`src/rtl/http_port_packet_classifier_core_assert.svh`:
```
// Assertion macros used by the classifier core RTL.
// Each macro expects clk_i and rst_ni to be visible at the point of use.
`ifndef HTTP_PORT_PACKET_CLASSIFIER_CORE_ASSERT_SVH
`define HTTP_PORT_PACKET_CLASSIFIER_CORE_ASSERT_SVH

// Same-cycle implication, checked out of reset.
`define HPPC_ASSERT_NOW(label, ante, cons, msg) \
  label: assert property (@(posedge clk_i) disable iff (!rst_ni) (ante) |-> (cons)) \
    else $error(msg);

// Next-cycle implication, checked out of reset.
`define HPPC_ASSERT_NEXT(label, ante, cons, msg) \
  label: assert property (@(posedge clk_i) disable iff (!rst_ni) (ante) |=> (cons)) \
    else $error(msg);

`endif

```
`src/rtl/hppc_pkg.sv`:
```
package hppc_pkg;

  // Widths of the frame counter and of the header offsets.
  localparam int unsigned LenW   = 14;
  localparam int unsigned OfsW   = 7;

  // The byte count stops here.
  localparam logic [LenW-1:0] LEN_CAP = 14'd16383;

  // Fixed byte offsets inside the frame, counted from the destination MAC.
  localparam logic [LenW-1:0] OFS_ETYPE_HI = 14'd12;
  localparam logic [LenW-1:0] OFS_ETYPE_LO = 14'd13;
  localparam logic [LenW-1:0] OFS_IHL      = 14'd14;
  localparam logic [LenW-1:0] OFS_PROTO    = 14'd23;

  // Start of the IPv4 header and TCP header length used by the length check.
  localparam logic [OfsW-1:0] OFS_IP_START = 7'd14;
  localparam logic [OfsW-1:0] TCP_HDR_MIN  = 7'd20;

  // Header values that qualify a frame.
  localparam logic [15:0]     ETH_IPV4     = 16'h0800;
  localparam logic [7:0]      PROTO_TCP    = 8'd6;
  localparam logic [LenW-1:0] MIN_IP_FRAME = 14'd34;
  localparam logic [15:0]     PORT_DEFAULT = 16'd80;

  // Header fields of the current frame, including the byte being taken now.
  typedef struct packed {
    logic [LenW-1:0] length;
    logic [15:0]     ether_kind;
    logic [3:0]      header_words;
    logic [7:0]      ip_protocol;
    logic [15:0]     source_port;
    logic [15:0]     dest_port;
  } hppc_frame_t;

  // Offset of the TCP header for a given IPv4 header length in words.
  function automatic logic [OfsW-1:0] tcp_offset(input logic [3:0] words);
    tcp_offset = OFS_IP_START + {1'b0, words, 2'b00};
  endfunction

endpackage

```
`src/rtl/hppc_frame_parser.sv`:
```
module hppc_frame_parser (
  input  logic                clk_i,
  input  logic                rst_ni,
  input  logic                advance_i,
  input  logic [7:0]          data_byte_i,
  input  logic                last_byte_i,
  output hppc_pkg::hppc_frame_t frame_o
);
  import hppc_pkg::*;

  logic [LenW-1:0] pos_q;
  logic [15:0]     ether_kind_q;
  logic [3:0]      header_words_q;
  logic [7:0]      ip_protocol_q;
  logic [15:0]     source_port_q;
  logic [15:0]     dest_port_q;

  logic            in_range;
  logic [3:0]      words;
  logic [OfsW-1:0] tcp_ofs;
  logic [LenW-1:0] tcp_ofs_ext;

  // Capture the header bytes that fall on the current position.
  always_comb begin
    in_range    = (pos_q != LEN_CAP);
    words       = (pos_q == OFS_IHL) ? data_byte_i[3:0] : header_words_q;
    tcp_ofs     = tcp_offset(words);
    tcp_ofs_ext = {{(LenW-OfsW){1'b0}}, tcp_ofs};

    frame_o.length       = pos_q;
    frame_o.ether_kind   = ether_kind_q;
    frame_o.header_words = header_words_q;
    frame_o.ip_protocol  = ip_protocol_q;
    frame_o.source_port  = source_port_q;
    frame_o.dest_port    = dest_port_q;

    if (in_range) begin
      frame_o.length       = pos_q + 14'd1;
      frame_o.header_words = words;
      if (pos_q == OFS_ETYPE_HI) frame_o.ether_kind[15:8] = data_byte_i;
      if (pos_q == OFS_ETYPE_LO) frame_o.ether_kind[7:0]  = data_byte_i;
      if (pos_q == OFS_PROTO)    frame_o.ip_protocol      = data_byte_i;
      if (pos_q == tcp_ofs_ext)          frame_o.source_port[15:8] = data_byte_i;
      if (pos_q == tcp_ofs_ext + 14'd1)  frame_o.source_port[7:0]  = data_byte_i;
      if (pos_q == tcp_ofs_ext + 14'd2)  frame_o.dest_port[15:8]   = data_byte_i;
      if (pos_q == tcp_ofs_ext + 14'd3)  frame_o.dest_port[7:0]    = data_byte_i;
    end
  end

  // Per-frame state: updated on every transfer, cleared after the last byte.
  always_ff @(posedge clk_i or negedge rst_ni) begin
    if (!rst_ni) begin
      pos_q          <= '0;
      ether_kind_q   <= '0;
      header_words_q <= '0;
      ip_protocol_q  <= '0;
      source_port_q  <= '0;
      dest_port_q    <= '0;
    end else if (advance_i) begin
      if (last_byte_i) begin
        pos_q          <= '0;
        ether_kind_q   <= '0;
        header_words_q <= '0;
        ip_protocol_q  <= '0;
        source_port_q  <= '0;
        dest_port_q    <= '0;
      end else begin
        pos_q          <= frame_o.length;
        ether_kind_q   <= frame_o.ether_kind;
        header_words_q <= frame_o.header_words;
        ip_protocol_q  <= frame_o.ip_protocol;
        source_port_q  <= frame_o.source_port;
        dest_port_q    <= frame_o.dest_port;
      end
    end
  end

endmodule

```
`src/rtl/http_port_packet_classifier_core.sv`:
```
// Channel  | Direction | Handshake           | Payload
// ---------+-----------+---------------------+------------------------------------------
// in       | input     | in_valid_i/ready_o  | data_byte_i, last_byte_i
// out      | output    | out_valid_o/ready_i | matched_o, frame_length_o, stored_length_o
// config   | input     | watched_port_we_i   | watched_port_i
//
// One byte transfers per clock save a stalled last byte; a frame's result is registered
// as its last byte leaves the single input register that feeds the parser state.
// Reset clears the frame state, the stored match length, and sets the port to 80.
// While a result waits, non-last bytes still move on; a last byte waits in the input
// register for a free result slot, and input stalls behind it.
`include "http_port_packet_classifier_core_assert.svh"

module http_port_packet_classifier_core (
  input  logic        clk_i,
  input  logic        rst_ni,
  input  logic        in_valid_i,
  output logic        in_ready_o,
  input  logic [7:0]  data_byte_i,
  input  logic        last_byte_i,
  output logic        out_valid_o,
  input  logic        out_ready_i,
  output logic        matched_o,
  output logic [13:0] frame_length_o,
  output logic [13:0] stored_length_o,
  input  logic        watched_port_we_i,
  input  logic [15:0] watched_port_i
);
  import hppc_pkg::*;

  logic            in_valid_q;
  logic [7:0]      in_data_q;
  logic            in_last_q;
  logic            out_valid_q;
  logic            matched_q;
  logic [LenW-1:0] frame_len_q;
  logic [LenW-1:0] stored_len_q;
  logic [LenW-1:0] latest_len_q;
  logic [LenW-1:0] latest_len_d;
  logic [15:0]     watched_q;

  logic            out_free;
  logic            advance;
  logic            emit;
  logic            hit;
  logic [OfsW-1:0] hdr_end;
  hppc_frame_t     frame;

  // Handshake: non-last bytes always move on, a last byte needs a free result slot.
  assign out_free   = !out_valid_q || out_ready_i;
  assign advance    = in_valid_q && (!in_last_q || out_free);
  assign emit       = advance && in_last_q;
  assign in_ready_o = !in_valid_q || advance;

  // Input register.
  always_ff @(posedge clk_i or negedge rst_ni) begin
    if (!rst_ni) begin
      in_valid_q <= 1'b0;
    end else if (in_ready_o) begin
      in_valid_q <= in_valid_i;
    end
  end

  always_ff @(posedge clk_i) begin
    if (in_valid_i && in_ready_o) begin
      in_data_q <= data_byte_i;
      in_last_q <= last_byte_i;
    end
  end

  hppc_frame_parser u_parser (
    .clk_i       (clk_i),
    .rst_ni      (rst_ni),
    .advance_i   (advance),
    .data_byte_i (in_data_q),
    .last_byte_i (in_last_q),
    .frame_o     (frame)
  );

  // Match decision over the completed frame headers.
  always_comb begin
    hdr_end = tcp_offset(frame.header_words) + TCP_HDR_MIN;
    hit = (frame.ether_kind == ETH_IPV4) && (frame.ip_protocol == PROTO_TCP) &&
          (frame.length >= MIN_IP_FRAME) &&
          (frame.length >= {{(LenW-OfsW){1'b0}}, hdr_end}) &&
          ((frame.source_port == watched_q) || (frame.dest_port == watched_q));
    latest_len_d = hit ? frame.length : latest_len_q;
  end

  // Configuration register and stored match length.
  always_ff @(posedge clk_i or negedge rst_ni) begin
    if (!rst_ni) begin
      watched_q    <= PORT_DEFAULT;
      latest_len_q <= '0;
    end else begin
      if (watched_port_we_i) watched_q <= watched_port_i;
      if (emit) latest_len_q <= latest_len_d;
    end
  end

  // Result register.
  always_ff @(posedge clk_i or negedge rst_ni) begin
    if (!rst_ni) begin
      out_valid_q <= 1'b0;
    end else if (emit) begin
      out_valid_q <= 1'b1;
    end else if (out_ready_i) begin
      out_valid_q <= 1'b0;
    end
  end

  always_ff @(posedge clk_i) begin
    if (emit) begin
      matched_q    <= hit;
      frame_len_q  <= frame.length;
      stored_len_q <= latest_len_d;
    end
  end

  assign out_valid_o     = out_valid_q;
  assign matched_o       = matched_q;
  assign frame_length_o  = frame_len_q;
  assign stored_length_o = stored_len_q;

  // A matched frame stores its own length.
  `HPPC_ASSERT_NOW(a_match_stores_len, out_valid_q && matched_q,
    stored_len_q == frame_len_q, "matched frame did not store its length")

  // A matched frame holds at least the Ethernet and IPv4 headers.
  `HPPC_ASSERT_NOW(a_match_min_len, out_valid_q && matched_q,
    frame_len_q >= MIN_IP_FRAME, "matched frame shorter than minimum")

  // Every reported frame counts at least its last byte.
  `HPPC_ASSERT_NOW(a_len_nonzero, out_valid_q, frame_len_q != '0,
    "reported frame length is zero")

  // A last byte waiting on a full result slot stays in the input register.
  `HPPC_ASSERT_NEXT(a_last_held, in_valid_q && in_last_q && out_valid_q && !out_ready_i,
    in_valid_q && in_last_q, "last byte dropped while result stalled")

endmodule
```
`config.mk`:
```
export PLATFORM = sky130hd
export DESIGN_NAME = http_port_packet_classifier_core
export DESIGN_NICKNAME = d
export VERILOG_FILES = /design/src/rtl/hppc_pkg.sv /design/src/rtl/hppc_frame_parser.sv /design/src/rtl/http_port_packet_classifier_core.sv
export VERILOG_INCLUDE_DIRS = /design/src /design/src/rtl
export SDC_FILE = /design/constraint.sdc
export NUM_CORES = 1
export LEC_CHECK = 0
export ABC_AREA = 1
export BUFFER_PORTS_ARGS = -buffer_cell sky130_fd_sc_hd__buf_2
export CORE_MARGIN = 5
export CORE_UTILIZATION = 40
export DETAILED_ROUTE_END_ITERATION = 10
export SYNTH_ARGS = -nofsm -noshare
export SYNTH_HDL_FRONTEND = slang
export SYNTH_HIERARCHICAL = 1
export SYNTH_SLANG_ARGS = --single-unit
```
`constraint.sdc`:
```
create_clock -name clk_i -period 4.32 [get_ports clk_i]
set_clock_uncertainty 0.05 [all_clocks]
set_input_delay 0 -clock clk_i [delete_from_list [all_inputs] [get_ports clk_i]]
set_output_delay 0 -clock clk_i [all_outputs]
set_load 0.02 [all_outputs]
```
Yosys cells after proc, flatten, opt, wreduce, memory -nomap -nowiden

Index checks and enable logic that the tools add are counted.

Reduce and logical (&&, ||, !) cells: 15
$add $sub $neg: 7
Order comparisons: 2
Multiplexer cells: 18
Eq/ne operators: 13

Operator list:

| kind                                                                                  | count |
|---|---|
| 74-bit two-way mux                                                                    | 1 |
| 8-bit two-way mux                                                                     | 8 |
| 16-bit two-way mux                                                                    | 3 |
| 14-bit equality test                                                                  | 3 |
| 14-bit by 4-bit equality test with 1-bit output (second input constant)               | 3 |
| 16-bit equality test                                                                  | 2 |
| 14-bit two-way mux                                                                    | 2 |
| 7-bit by 2-bit adder with 8-bit output (second input constant)                        | 2 |
| 16-bit by 12-bit equality test with 1-bit output (second input constant)              | 1 |
| 14-bit by 1-bit adder with 14-bit output (second input constant)                      | 1 |
| 4-bit by 6-bit adder with 7-bit output (first input constant)                         | 2 |
| 14-bit by 5-bit equality test with 1-bit output (second input constant)               | 1 |
| 14-bit by 7-bit equality test with 1-bit output                                       | 1 |
| 14-bit by 6-bit greater-or-equal comparator with 1-bit output (second input constant) | 1 |
| 14-bit by 7-bit greater-or-equal comparator with 1-bit output                         | 1 |
| 14-bit inequality test (second input constant)                                        | 1 |
| 7-bit by 1-bit adder with 8-bit output (second input constant)                        | 1 |
| 8-bit by 3-bit equality test with 1-bit output (second input constant)                | 1 |
| 4-bit two-way mux                                                                     | 2 |
| 7-bit by 5-bit adder with 7-bit output (second input constant)                        | 1 |
| 1-bit logical AND                                                                     | 7 |
| 1-bit logical OR                                                                      | 4 |
| 1-bit logical NOT                                                                     | 3 |
| 1-bit two-way mux                                                                     | 2 |
| 2-bit nonzero test                                                                    | 1 |

Bits in registers: 144
Word-level logic and storage cells: 70
Bits of input ports: 30

Depth between registers and ports, before layout

Depth in word-level cells: 13
Gate-level depth with buffers: 33

Modules after synthesis

The synthesis kept the hierarchy.

By module, submodules not included:

| module                           | area each (µm²) | sequential area each (µm²) | instances | cells an instance |
|---|---|---|---|---|
| hppc_frame_parser                | 4,555.6         | 1,851.8                    | 1         | 604 |
| http_port_packet_classifier_core | 3,736.1         | 1,944.4                    | 1         | 479 |

Worst setup path before layout

OpenSTA, ideal clock, no wires.

Path kind: register -> register
Start point: reg u_parser.pos_q[0]
End point: reg stored_len_q[10], in the netlist stored_length_o[10], data pin
Data arrival time: 3,541 ps
Cell stages (with the launch flop): 30
Required time: 4,015 ps
Path slack: 475 ps
Cell sequence: dfrtp_1 -> inv_1 -> ha_1 -> nand3_2 -> nor2_8 -> nand2_4 -> nand2_2 -> nand2_2 -> ha_1 -> inv_1 -> nand2_1 -> nor2_1 -> nand3_1 -> nor2_1 -> nand3_1 -> nand2_1 -> inv_2 -> nor2_4 -> buf_4 -> nand3_1 -> and2_1 -> xor2_1 -> nor2_1 -> nand2_1 -> nor2_1 -> nand2_1 -> nand2_4 -> buf_4 -> nand3_1 -> and2_1

RTL lines:

| item                   | line                                    | RTL |
|---|---|---|
| start, declared        | hppc_frame_parser.sv:11                 | `logic [LenW-1:0] pos_q;` |
| start signal, assigned | hppc_frame_parser.sv:68                 | `pos_q <= frame_o.length;` |
| end signal, assigned   | http_port_packet_classifier_core.sv:116 | `stored_len_q <= latest_len_d;` |
| end, declared          | http_port_packet_classifier_core.sv:37  | `logic [LenW-1:0] stored_len_q;` |

==> flow_summary.yaml <==
pwr:
  swShare_pct: 25.68
  p_seq_share_pct: 43.0
  p_per_area_mw_per_mm2: 339.3
  power_leakage_uw: 0.005045
  vdd_drop_max_v: 0.0002402
  power_switching_uw: 880.6
  clock_power_share_pct: 46.8
  pwr-share-comb_pct: 10.2
  power_uw: 3429
  internal-power_uw: 2548
synthesis:
  synthTopCellsByArea: "dfrtp_1, nand2_1, edfxtp_1"
  syn_nets: 1124
  syn_area_mm2: 0.008292
  netlist_top_cells_count: "nand2_1, inv_1, dfrtp_1"
  synth_ff_type: "dfrtp_1"
  yosys.area.top_type: "dfrtp_1"
  async_reset_ff_share_pct: 73.61
  synth_edf_count: 38
  ys_seq_area_share_pct: 45.78
  synth.ff_latch_count: 144
  synth_top_area_share_pct: 31.39
  ys_types: 37
  yosys_warnings: 6
  syn-instance-count: 1083
  postSynthAreaPerCell_um2: 7.656
  yosysMostFrequentCell: "nand2_1"
clock_network:
  clock-sinks: 144
  clock_path_buffers: 2
  clkLatencyLatePin_ns: 0.43
  clk_pin_slew_ns: 0.06
  tritoncts: "done"
  htreeDepth: 4
  cts_made_buffers: 17
  root_buffer: "clkbuf_16"
grt:
  first_global_vias: 6613
  grtUsageTotal_pct: 17.28
  antenna_found_initial: 0
  grt_max_degree: 65
  globalRouteOverflowTotal: 0
  grt_pass1_wl_mm: 33.53
route:
  drt_iter0_markers: 493
  drt-total-wl_mm: 20.42
  vias: 7079
  vias_per_cell: 4.790
  wl_per_cell_um: 13.82
  first_pass_iters: 5
  antenna_left: 0
  remaining_drc_errors: 0
die:
  die_y_um: 154.0
  ios: 61
  floorplan.initialDensity_pct: 40.85
  core_mm2: 0.02030
  rows: 52
  die_x_um: 154.0
  die_area_mm2: 0.02371
setup_path:
  crit_top_cell: "nand3_1"
  required_ns: 4.45
  crit_path_end_kind: "flop"
  r2r-start: "u_parser/pos_q[0]$_DFFE_PN0P_"
  rr_worst_depth: 27
  critPathTopFamily: "simple AND/OR/NAND/NOR gates"
  worstReg2RegEnd: "stored_length_o[13]$_DFFE_PP_"
  critical_path_class: "reg2reg"
  start_kind: "flop"
  slowest_delay_ns: 0.40
  crit_arrival_ns: 4.18
  slowest_stage: "dfrtp_1"
  cp.buffers_inverters: 4
  r2r_slack_ns: 0.27
  cp_max_fo: 16
sta:
  tightest_slew_ns: 0.9044
  final.min_clock_period_ns: 4.047
  drv_slew: 0
  worst_slack_ns: 0.2729
  max_freq_mhz: 247.1
  setup_viol: 0
  timing.final.hold_violations: 0
  min_period_over_period_pct: 93.68
  max_slew_margin_pct: 39.71
  timing.hold.ws_ns: 0.01890
cells_and_area:
  fin_cells: 1478
  syn_to_final_growth_pct: 21.87
  fillers: 1982
  drive_above_1_share_pct: 17.80
  nets: 1236
  diodes: 0
worst_hold_path:
  min_from: "watched_port_we_i"
  min_to: "watched_q[7]$_DFFE_PN0P_"
  holdPathStages: 3
  hold_class: "in2reg"
status:
  status: "completed"
place:
  dp_hpwl_mm: 13.92
  io_buffers: 60
  place_congestion: 0.8883
  dp_worst_setup_slack_ns: 0.1294
  dp.cells: 1405
job:
  maxCapViolCount: 0
## registers in the layout (all words and copies together), names as in the netlist
name and cells:
frame_length_o 14, in_data_q 8, in_last_q 1, in_valid_q 1, latest_len_q 14, matched_o 1
out_valid_o 1, stored_length_o 14, u_parser/dest_port_q 16, u_parser/ether_kind_q 16, u_parser/header_words_q 4, u_parser/ip_protocol_q 8
u_parser/pos_q 14, u_parser/source_port_q 16, watched_q 16
## metrics by stage
stage / util, % / setup TNS (ns) / cell area, um2
floorplan: - / 0 / 8292
global route: 49.78 / -0.03078 / 10100
detailed placement: 44.13 / 0 / 8957
global placement: 44.13 / 0 / 8957
CTS: 48.87 / 0 / 9921
finish: 49.78 / 0 / 10100
## per-layer routing
metal	track usage, %	part of all wire [%]
met5	0	0
met3	3.176	4.0
met2	28.00	47
met1	23.46	48
met4	5.635	1.5
## cell families (layout without fill, tap and decap cells)
group | count (synthesis) | in the layout | synth area share [%]
DFF | 144 | 144 | 45.78
muxes | 1 | 1 | 0.1358
AOI/OAI and AO/OA | 108 | 108 | 7.696
xor gates and xnor gates | 14 | 14 | 1.479
adders and majority gates | 11 | 11 | 1.660
and+or+nand+nor | 581 | 583 | 32.58
buffers and inverters | 224 | 347 | 10.67
## cell type report
class	instances	area, um2	area share, %
Clock buffer	18	439.2	4.346
Inverter	195	732.0	7.244
Timing Repair Buffer	120	883.3	8.742
Multi-Input combinational cell	717	3712	36.74
Clock inverter	14	203.9	2.018
Sequential cell	144	3796	37.57
Tap cell	270	337.8	3.343
## timing repair
action                     4_1_cts  5_1_grt
setup endpoints to repair        0       29
buffers inserted                 0        7
hold buffers                    32        0
gates resized for setup          0       18
hold endpoints to repair        90        0
## placed cells by master, fill, tap and decap left out, types with 9 or more instances in the layout
| cell type | synthesis | final |
|---|---|---|
| o22ai_1 | 25 | 25 |
| nand4_1 | 19 | 19 |
| o21ai_2 | 9 | 9 |
| edfxtp_1 | 38 | 38 |
| dfrtp_1 | 104 | 104 |
| buf_2 | 2 | 59 |
| nand2_1 | 320 | 317 |
| inv_1 | 169 | 169 |
| ha_1 | 11 | 10 |
| nor2_1 | 60 | 53 |
| and2_1 | 38 | 37 |
| clkbuf_16 | 0 | 17 |
| inv_2 | 24 | 24 |
| o21ai_0 | 62 | 62 |
| nand3_1 | 88 | 88 |
| buf_4 | 3 | 25 |
| nand2_2 | 21 | 23 |
| nor2_2 | 4 | 9 |
| dlygate4sd3_1 | 0 | 32 |
| xor2_1 | 14 | 14 |
## worst max path at each step
| stage | start | endpoint | slack [ns] | cells past startpoint |
|---|---|---|---|---|
| 5_1_grt | u_parser/pos_q[0]$_DFFE_PN0P_ | stored_length_o[11]$_DFFE_PP_ | -0.009 | 29 |
| 2_1_floorplan | u_parser/pos_q[0]$_DFFE_PN0P_ | stored_length_o[10]$_DFFE_PP_ | 0.47 | 29 |
| 3_5_place_dp | u_parser/pos_q[0]$_DFFE_PN0P_ | stored_length_o[0]$_DFFE_PP_ | 0.13 | 29 |
| 3_3_place_gp | u_parser/pos_q[0]$_DFFE_PN0P_ | stored_length_o[9]$_DFFE_PP_ | 0.18 | 30 |
| 6_report | u_parser/pos_q[0]$_DFFE_PN0P_ | stored_length_o[13]$_DFFE_PP_ | 0.27 | 27 |
| 4_1_cts | u_parser/pos_q[0]$_DFFE_PN0P_ | stored_length_o[0]$_DFFE_PP_ | 0.09 | 29 |
## worst register-to-register path, cell delays in order (launching register included)
cell     delay [ns]
dfrtp_1        0.40
inv_1          0.09
ha_2           0.19
nand3_2        0.12
nor2_8         0.14
buf_4          0.13
nand3_4        0.09
nand2_4        0.13
ha_1           0.20
nand2_1        0.09
nor2_1         0.11
nand3_1        0.11
nor2_2         0.11
nand3_1        0.11
nand2_2        0.12
inv_2          0.05
nor2_4         0.12
buf_12         0.15
nand3_1        0.10
and2_1         0.18
xor2_1         0.15
nor2_1         0.09
nand2_1        0.10
nor2_4         0.16
nand2_4        0.11
nand2_4        0.14
nand3_1        0.10
and2_1         0.18
## power by group through the flow
stage               clock [uW]  combinational (uW)  sequential (uW)
floorplan                    0                 169             1510
global placement             0                 323             1500
detailed placement           0                 325             1500
CTS                       1640                 349             1470
global route              1690                 393             1480
finish                    1600                 351             1470
Note: power is estimated with default switching activity, not from simulation.
